--- config.mk ---
export PLATFORM = sky130hd
export DESIGN_NAME = date_offset_by_days_unit
export DESIGN_NICKNAME = d
export VERILOG_FILES = /design/src/dobd_pkg.sv /design/src/date_offset_by_days_unit.sv /design/src/dobd_ctrl.sv /design/src/dobd_datapath.sv
export VERILOG_INCLUDE_DIRS = /design/src /design/src/src
export SDC_FILE = /design/constraint.sdc
export NUM_CORES = 1
export LEC_CHECK = 0
export CORE_MARGIN = 2
export CORE_UTILIZATION = 45
export CTS_CLUSTER_SIZE = 8
export DETAILED_ROUTE_END_ITERATION = 12
export DONT_BUFFER_PORTS = 1
export PLACE_DENSITY_LB_ADDON = 0.08
export SLEW_MARGIN = 20
export SYNTH_ARGS = -nofsm -noshare
export SYNTH_HDL_FRONTEND = slang
export SYNTH_SLANG_ARGS = --single-unit
--- constraint.sdc ---
create_clock -name clk_i -period 5.7 [get_ports clk_i]
set_input_delay 1.71 -clock clk_i [delete_from_list [all_inputs] [get_ports clk_i]]
set_output_delay 1.71 -clock clk_i [all_outputs]
set_load 0.03 [all_outputs]
--- src/date_offset_by_days_unit_assert.svh ---
// Assertion macros for the date offset unit.
`ifndef DATE_OFFSET_BY_DAYS_UNIT_ASSERT_SVH
`define DATE_OFFSET_BY_DAYS_UNIT_ASSERT_SVH

`ifndef SYNTHESIS
`define DOBD_ASSERT(lbl, prop) \
  lbl: assert property (@(posedge clk_i) disable iff (!rst_ni) (prop)) \
    else $error("dobd assertion failed");
`define DOBD_NEVER(lbl, prop) \
  lbl: assert property (@(posedge clk_i) disable iff (!rst_ni) !(prop)) \
    else $error("dobd forbidden condition seen");
`else
`define DOBD_ASSERT(lbl, prop)
`define DOBD_NEVER(lbl, prop)
`endif

`endif

--- src/dobd_pkg.sv ---
// Shared constants, types and functions of the date offset unit.
`timescale 1ns / 1ps
`default_nettype none

package dobd_pkg;

  localparam int COUNT_WIDTH = 16;
  localparam int YEAR_IN_W   = 14;
  localparam int MONTH_W     = 4;
  localparam int DAY_IN_W    = 5;
  localparam int YEAR_W      = 18;
  localparam int D_W         = ((COUNT_WIDTH > 17) ? COUNT_WIDTH : 17) + 2;
  localparam int REM_W       = 9;
  localparam int RED_STEPS   = 6;
  localparam int RED_CNT_W   = 3;

  localparam int CYCLE_DAYS  = 146097;
  localparam int CYCLE_YEARS = 400;
  localparam int YEAR_MAX    = 9999;

  localparam logic [MONTH_W-1:0] JAN = MONTH_W'(1);
  localparam logic [MONTH_W-1:0] FEB = MONTH_W'(2);
  localparam logic [MONTH_W-1:0] DEC = MONTH_W'(12);

  typedef struct packed {
    logic load;
    logic reduce;
    logic cyc_step;
    logic month_step;
    logic capture;
  } dp_cmd_t;

  typedef struct packed {
    logic red_last;
    logic cyc_need;
    logic month_need;
  } dp_sts_t;

  // leap test on year mod 400
  function automatic logic is_leap(input logic [REM_W-1:0] r);
    logic cent;
    cent = (r == REM_W'(0)) || (r == REM_W'(100)) || (r == REM_W'(200)) ||
           (r == REM_W'(300));
    return ((r[1:0] == 2'd0) && !cent) || (r == REM_W'(0));
  endfunction

  function automatic logic [DAY_IN_W-1:0] month_len(input logic leap,
                                                    input logic [MONTH_W-1:0] m);
    logic [DAY_IN_W-1:0] len;
    case (m)
      FEB:                       len = leap ? 5'd29 : 5'd28;
      4'd4, 4'd6, 4'd9, 4'd11:   len = 5'd30;
      default:                   len = 5'd31;
    endcase
    return len;
  endfunction

endpackage

`default_nettype wire

--- src/date_offset_by_days_unit.sv ---
// Date offset unit: Gregorian date moved forward or back by a day count.
//
// Input channel: in_valid_i / in_stall_o carries one word (operation, start
// date, day count); it is taken when in_valid_i is high and in_stall_o low.
// Output channel: out_valid_o / out_stall_i carries the resulting date and an
// overflow flag; the word is taken when out_valid_o is high and out_stall_i low.
// One word in gives exactly one word out, in order.
// Steps: a load, the reduction of the year mod 400, a step per whole 400-year
// span, then a step per month crossed and the capture of the result; a
// 65535-day count crosses about 2153 months. The month stepper handles one
// month per cycle and one word at a time, so a new word is taken only after
// the last result has been captured.
// The input stalls while a word is being worked on. A finished result sits in
// the output register; the next word may be taken while it waits. If the
// receiver stalls and a second result is ready, the stepper holds it until the
// output register frees.
// Reset clears the controller and the output valid; no word is in flight after.
`timescale 1ns / 1ps
`default_nettype none
`include "date_offset_by_days_unit_assert.svh"

module date_offset_by_days_unit import dobd_pkg::*; (
  input  logic                   clk_i,
  input  logic                   rst_ni,
  input  logic                   in_valid_i,
  output logic                   in_stall_o,
  input  logic                   operation_i,
  input  logic [YEAR_IN_W-1:0]   start_year_i,
  input  logic [MONTH_W-1:0]     start_month_i,
  input  logic [DAY_IN_W-1:0]    start_day_i,
  input  logic [COUNT_WIDTH-1:0] day_count_i,
  output logic                   out_valid_o,
  input  logic                   out_stall_i,
  output logic [YEAR_IN_W-1:0]   result_year_o,
  output logic [MONTH_W-1:0]     result_month_o,
  output logic [DAY_IN_W-1:0]    result_day_o,
  output logic                   year_overflow_o
);

  dp_cmd_t cmd;
  dp_sts_t sts;
  logic    res_zero;
  logic    month_ok;

  dobd_ctrl u_ctrl (
    .clk_i       (clk_i),
    .rst_ni      (rst_ni),
    .in_valid_i  (in_valid_i),
    .in_stall_o  (in_stall_o),
    .out_valid_o (out_valid_o),
    .out_stall_i (out_stall_i),
    .sts_i       (sts),
    .cmd_o       (cmd)
  );

  dobd_datapath u_dp (
    .clk_i           (clk_i),
    .cmd_i           (cmd),
    .sts_o           (sts),
    .operation_i     (operation_i),
    .start_year_i    (start_year_i),
    .start_month_i   (start_month_i),
    .start_day_i     (start_day_i),
    .day_count_i     (day_count_i),
    .result_year_o   (result_year_o),
    .result_month_o  (result_month_o),
    .result_day_o    (result_day_o),
    .year_overflow_o (year_overflow_o)
  );

  assign res_zero = (result_year_o == '0) && (result_month_o == '0) && (result_day_o == '0);
  assign month_ok = (result_month_o >= JAN) && (result_month_o <= DEC);

  `DOBD_ASSERT(a_busy_after_accept, (in_valid_i && !in_stall_o) |=> in_stall_o)
  `DOBD_ASSERT(a_ovf_zeroes, (out_valid_o && year_overflow_o) |-> res_zero)
  `DOBD_ASSERT(a_month_valid, (out_valid_o && !year_overflow_o) |-> month_ok)
  `DOBD_NEVER(a_capture_over_held, cmd.capture && out_valid_o && out_stall_i)

endmodule

`default_nettype wire

--- src/dobd_ctrl.sv ---
// Controller state machine of the date offset unit.
`timescale 1ns / 1ps
`default_nettype none

module dobd_ctrl import dobd_pkg::*; (
  input  logic    clk_i,
  input  logic    rst_ni,
  input  logic    in_valid_i,
  output logic    in_stall_o,
  output logic    out_valid_o,
  input  logic    out_stall_i,
  input  dp_sts_t sts_i,
  output dp_cmd_t cmd_o
);

  localparam logic [2:0] S_IDLE   = 3'd0;
  localparam logic [2:0] S_REDUCE = 3'd1;
  localparam logic [2:0] S_CYCLE  = 3'd2;
  localparam logic [2:0] S_MONTH  = 3'd3;
  localparam logic [2:0] S_HOLD   = 3'd4;

  logic [2:0] state_q, state_d;
  logic       out_valid_q, out_valid_d;
  logic       out_free;

  assign out_free = !out_valid_q || !out_stall_i;

  always_comb begin
    state_d = state_q;
    cmd_o   = '0;
    case (state_q)
      S_IDLE: begin
        if (in_valid_i) begin
          cmd_o.load = 1'b1;
          state_d    = S_REDUCE;
        end
      end
      S_REDUCE: begin
        cmd_o.reduce = 1'b1;
        if (sts_i.red_last) state_d = S_CYCLE;
      end
      S_CYCLE: begin
        if (sts_i.cyc_need) cmd_o.cyc_step = 1'b1;
        else state_d = S_MONTH;
      end
      S_MONTH: begin
        if (sts_i.month_need) begin
          cmd_o.month_step = 1'b1;
        end else if (out_free) begin
          cmd_o.capture = 1'b1;
          state_d       = S_IDLE;
        end else begin
          state_d = S_HOLD;
        end
      end
      S_HOLD: begin
        if (out_free) begin
          cmd_o.capture = 1'b1;
          state_d       = S_IDLE;
        end
      end
      default: state_d = S_IDLE;
    endcase
  end

  always_comb begin
    if (cmd_o.capture) out_valid_d = 1'b1;
    else if (!out_stall_i) out_valid_d = 1'b0;
    else out_valid_d = out_valid_q;
  end

  always_ff @(posedge clk_i or negedge rst_ni) begin
    if (!rst_ni) begin
      state_q     <= S_IDLE;
      out_valid_q <= 1'b0;
    end else begin
      state_q     <= state_d;
      out_valid_q <= out_valid_d;
    end
  end

  assign in_stall_o  = (state_q != S_IDLE);
  assign out_valid_o = out_valid_q;

endmodule

`default_nettype wire

--- src/dobd_datapath.sv ---
// Datapath of the date offset unit: date registers, month stepper, result word.
`timescale 1ns / 1ps
`default_nettype none

module dobd_datapath import dobd_pkg::*; (
  input  logic                   clk_i,
  input  dp_cmd_t                cmd_i,
  output dp_sts_t                sts_o,
  input  logic                   operation_i,
  input  logic [YEAR_IN_W-1:0]   start_year_i,
  input  logic [MONTH_W-1:0]     start_month_i,
  input  logic [DAY_IN_W-1:0]    start_day_i,
  input  logic [COUNT_WIDTH-1:0] day_count_i,
  output logic [YEAR_IN_W-1:0]   result_year_o,
  output logic [MONTH_W-1:0]     result_month_o,
  output logic [DAY_IN_W-1:0]    result_day_o,
  output logic                   year_overflow_o
);

  localparam logic signed [D_W-1:0]    CYC_D     = D_W'(CYCLE_DAYS);
  localparam logic signed [D_W-1:0]    NEG_CYC_D = -D_W'(CYCLE_DAYS);
  localparam logic signed [D_W-1:0]    D_ONE     = D_W'(1);
  localparam logic signed [YEAR_W-1:0] Y_CYC     = YEAR_W'(CYCLE_YEARS);
  localparam logic signed [YEAR_W-1:0] Y_ONE     = YEAR_W'(1);
  localparam logic signed [YEAR_W-1:0] Y_MAX     = YEAR_W'(YEAR_MAX);
  localparam logic [REM_W-1:0]         REM_TOP   = REM_W'(CYCLE_YEARS - 1);

  logic                     op_q;
  logic signed [YEAR_W-1:0] year_q;
  logic [MONTH_W-1:0]       month_q;
  logic signed [D_W-1:0]    day_q;
  logic [YEAR_IN_W-1:0]     rem_q;
  logic [RED_CNT_W-1:0]     red_cnt_q;
  logic [YEAR_IN_W-1:0]     res_year_q;
  logic [MONTH_W-1:0]       res_month_q;
  logic [DAY_IN_W-1:0]      res_day_q;
  logic                     res_ovf_q;

  logic [REM_W-1:0]         r400;
  logic                     leap;
  logic [MONTH_W-1:0]       prev_m;
  logic [DAY_IN_W-1:0]      fwd_len;
  logic [DAY_IN_W-1:0]      bwd_len;
  logic signed [D_W-1:0]    fwd_len_s;
  logic signed [D_W-1:0]    bwd_len_s;
  logic [YEAR_IN_W-1:0]     red_sub;
  logic signed [D_W-1:0]    sday;
  logic signed [D_W-1:0]    scount;
  logic [MONTH_W-1:0]       mclamp;
  logic                     ovf;

  assign r400      = rem_q[REM_W-1:0];
  assign leap      = is_leap(r400);
  assign prev_m    = (month_q == JAN) ? DEC : month_q - MONTH_W'(1);
  assign fwd_len   = month_len(leap, month_q);
  assign bwd_len   = month_len(leap, prev_m);
  assign fwd_len_s = $signed(D_W'(fwd_len));
  assign bwd_len_s = $signed(D_W'(bwd_len));
  assign red_sub   = YEAR_IN_W'(CYCLE_YEARS) << red_cnt_q;
  assign sday      = $signed(D_W'(start_day_i));
  assign scount    = $signed(D_W'(day_count_i));
  assign mclamp    = (start_month_i == MONTH_W'(0)) ? JAN :
                     (start_month_i > DEC) ? DEC : start_month_i;
  assign ovf       = (year_q < Y_ONE) || (year_q > Y_MAX);

  assign sts_o.red_last   = (red_cnt_q == RED_CNT_W'(0));
  assign sts_o.cyc_need   = op_q ? (day_q <= NEG_CYC_D) : (day_q > CYC_D);
  assign sts_o.month_need = op_q ? (day_q < D_ONE) : (day_q > fwd_len_s);

  always_ff @(posedge clk_i) begin
    if (cmd_i.load) begin
      op_q      <= operation_i;
      year_q    <= $signed(YEAR_W'(start_year_i));
      month_q   <= mclamp;
      day_q     <= operation_i ? (sday - scount) : (sday + scount);
      rem_q     <= start_year_i;
      red_cnt_q <= RED_CNT_W'(RED_STEPS - 1);
    end else if (cmd_i.reduce) begin
      if (rem_q >= red_sub) rem_q <= rem_q - red_sub;
      red_cnt_q <= red_cnt_q - RED_CNT_W'(1);
    end else if (cmd_i.cyc_step) begin
      if (op_q) begin
        day_q  <= day_q + CYC_D;
        year_q <= year_q - Y_CYC;
      end else begin
        day_q  <= day_q - CYC_D;
        year_q <= year_q + Y_CYC;
      end
    end else if (cmd_i.month_step) begin
      if (op_q) begin
        // February never wraps the year, so the current leap flag serves
        day_q   <= day_q + bwd_len_s;
        month_q <= prev_m;
        if (month_q == JAN) begin
          year_q <= year_q - Y_ONE;
          rem_q  <= YEAR_IN_W'((r400 == REM_W'(0)) ? REM_TOP : r400 - REM_W'(1));
        end
      end else begin
        day_q <= day_q - fwd_len_s;
        if (month_q == DEC) begin
          month_q <= JAN;
          year_q  <= year_q + Y_ONE;
          rem_q   <= YEAR_IN_W'((r400 == REM_TOP) ? REM_W'(0) : r400 + REM_W'(1));
        end else begin
          month_q <= month_q + MONTH_W'(1);
        end
      end
    end
  end

  always_ff @(posedge clk_i) begin
    if (cmd_i.capture) begin
      res_ovf_q   <= ovf;
      res_year_q  <= ovf ? '0 : year_q[YEAR_IN_W-1:0];
      res_month_q <= ovf ? '0 : month_q;
      res_day_q   <= ovf ? '0 : day_q[DAY_IN_W-1:0];
    end
  end

  assign result_year_o   = res_year_q;
  assign result_month_o  = res_month_q;
  assign result_day_o    = res_day_q;
  assign year_overflow_o = res_ovf_q;

endmodule

`default_nettype wire

==> results.yml <==
placed_design:
  place_congestion: 0.854
  hpwl_mm: 15.9
  port_buffers: 0
sta:
  whs_ns: 0.568
  fin_worst_skew_ns: 0.0172
  timing.fmax_mhz: 248
  rsz0062_at_grt: "false"
  finalSetupViolations: 0
  tightest_slew_ns: 0.985
  finalHoldViolations: 0
  period_share: 0.706
  drv_slew: 0
  period_minus_slack_ns: 4.03
  slew_headroom: 0.341
  finalSetupTns_ns: 0
setup_path:
  cp_max_fo: 11
  path_class: "reg -> reg"
  worstPathCellList: "nor4bb_1, a31oi_1, nor2_1, a21oi_1, o21ai_0, nand2_1, a21oi_1, a21oi_1, ha_1, nor2b_1, o211a_1, o2111ai_1, a31o_4, nand2_1, nor2_1, a21oi_1, buf_4"
  start_kind: "register"
  arrival_ns: 4.09
  cpMaxStageDelayCell: "edfxtp_1"
  crit_path_end_kind: "register"
  required_ns: 5.76
  slowest_delay_ns: 0.55
  cp_common_cell: "a21oi_1"
logic_synthesis:
  ys_top_cells_by_area: "edfxtp_1 (28%), ha_1 (8.4%), xnor2_1 (5.0%)"
  ys_seq_area_frac: 0.308
  synth.largest_area_cell: "edfxtp_1"
  synth_cells: 987
  async_flop_share: 0.0460
  syn_avg_cell_area_um2: 8.30
  ys_warn_count: 0
  ys_ff_latch: 87
  synth_area_um2: 8190
  ys.flop_type: "edfxtp_1"
  synth_edf_count: 76
  syn-num-nets: 1090
  synth_cell_types: 78
  netlist.area_leader.share: 0.279
global_routing:
  grt_overflow: 0
  first_global_vias: 6639
  grt_max_degree: 50
  grt_util_all_layers: 0.227
  antenna_found_initial: 0
  grt_pass1_wl_mm: 35.6
drt:
  drc: 0
  dr.pass1.iters: 5
  initialDrtViolationCount: 621
  wl_per_cell_um: 18.8
  ant_nets: 0
  via_per_inst: 6.15
  drt_wl_total_mm: 22.2
  vias: 7235
power_and_ir_drop:
  totalPowerFinal_mw: 4.75
  p_leak_nw: 3.25
  power_density_nw_per_um2: 554
  ir_drop_mv: 0.218
clock_tree:
  hold_buffers: 0
  cts_max_path_buffers: 2
  cts-resized-gates: 0
  cts_tree: "built"
  htree_levels: 3
  clock-sinks: 87
  cts_buffers: 9
  clock_latency_ns: 0.36
  path_clk_slew_ns: 0.08
  cts_setup_buffers: 0
  cts_root_buf: "clkbuf_16"
die:
  core_um2: 17900
  io_pins: 70
  die_h_um: 139
  fp.dieArea_um2: 19300
  die_w_um: 139
  start_util: 0.457
  core.rowCount: 49
job:
  maxCapViolCount: 0
layout:
  antennaDiodeCount: 0
  area_growth_syn_to_layout_pct: 4.81
  fin_nets: 1046
  drive_above_1_share: 0.0517
  utilization: 0.479
outcome:
  outcome: "completed"
worst_hold_path:
  hp-class: "reg -> reg"
[power breakdown]
group	switching [mW]	internal, mW
clock	0.286	0.345
sequential	0.463	1.10
combinational	1.50	1.07
total	2.25	2.51
[cell type report]
cell class | count | area (um^2)
clock buffers | 9 | 225
clock inverters | 7 | 77.6
fillers | 1728 | 9320
inverters | 53 | 199
multi-input cells | 782 | 5200
flip-flops and latches | 87 | 2520
well taps | 229 | 287
repair buffers | 10 | 75.1
[cells in the final DEF (no fill, tap or decap), types with 14 or more instances in the layout]
master and instances:
nor2_1 87, nand2_1 81, edfxtp_1 76, a21oi_1 73, o21ai_0 71, ha_1 55, inv_1 52, xnor2_1 47
nand3_1 28, nor3_1 26, mux2i_1 23, and2_1 18, xor2_1 18, nor2b_1 16, nor4_1 16, a31oi_1 15
or3_1 14, o22ai_1 14
[cell usage after synthesis, types with 14 or more instances]
master     n
a31oi_1   15
nor2_1    87
nor3_1    26
nor2b_1   16
xor2_1    18
and2_1    18
o21ai_0   71
nor4_1    16
a21oi_1   74
o22ai_1   14
nand2_1   82
mux2i_1   23
ha_1      55
clkbuf_1  43
or3_1     14
inv_1     53
xnor2_1   47
nand3_1   29
edfxtp_1  76
[per-layer routing]
layer	vias to the layer above	GRT usage	part of all wire
met2	235	0.344	0.44
met4	0	0.0601	0.015
met1	3412	0.339	0.49
met3	23	0.0328	0.060
li1	3565	-	-
met5	-	0	0
[flip-flops by register name, indices dropped and copies added (netlist names)]
signal / cells
u_dp.day_q: 19
u_dp.year_q: 18
u_dp.rem_q: 14
u_dp.result_year_o: 14
u_dp.result_day_o: 5
u_dp.month_q: 4
u_dp.result_month_o: 4
u_ctrl.state_q: 3
u_dp.red_cnt_q: 3
u_ctrl.out_valid_o: 1
u_dp.op_q: 1
u_dp.year_overflow_o: 1
[cells by family after synthesis]
| logic type | count (synthesis) | share of synthesized area |
|---|---|---|
| AO/OA/AOI/OAI | 277 | 0.217 |
| multiplexers | 26 | 0.0322 |
| buffers and inverters | 118 | 0.0587 |
| flip-flops | 87 | 0.308 |
| adder cells (fa/ha/maj) | 59 | 0.0938 |
| AND/OR/NAND/NOR | 355 | 0.221 |
| XOR/XNOR | 65 | 0.0695 |
[path summary, 6_finish.rpt]
check	start	to	slack, ns	cells after the start
worst max-delay path	u_dp.rem_q[3]$_DFFE_PP_	u_dp.rem_q[6]$_DFFE_PP_	1.67	17
worst min-delay path	u_dp.red_cnt_q[0]$_SDFFE_PP1P_	u_dp.red_cnt_q[0]$_SDFFE_PP1P_	0.57	2
worst max register to register	u_dp.rem_q[3]$_DFFE_PP_	u_dp.rem_q[6]$_DFFE_PP_	1.67	17
worst min register to register	u_dp.red_cnt_q[0]$_SDFFE_PP1P_	u_dp.red_cnt_q[0]$_SDFFE_PP1P_	0.57	2
max in group asynchronous	rst_ni	u_ctrl.out_valid_o$_DFFE_PN0P_	4.59	0
min in group asynchronous	rst_ni	u_ctrl.state_q[1]$_DFFE_PN0P_	1.04	0
[through the flow]
step | instances | instance area (um^2) | worst slack (ns)
6_report | 1177 | 8580 | 1.67
5_1_grt | 1177 | 8580 | 1.36
4_1_cts | 1177 | 8580 | 1.44
3_5_place_dp | 1161 | 8280 | 1.46
3_3_place_gp | 1161 | 8280 | 1.60
2_1_floorplan | 987 | 8190 | 1.72
[worst max-delay path, delay by kind of cell, from the launching register on]
kind	cells	cell delay, ns
and+or+nand+nor	6	1.07
adders and majority gates	1	0.22
buffers and inverters	1	0.23
DFF	1	0.55
AOI/OAI and AO/OA	9	1.65
No activity file was read; power rests on OpenSTA's default activity.
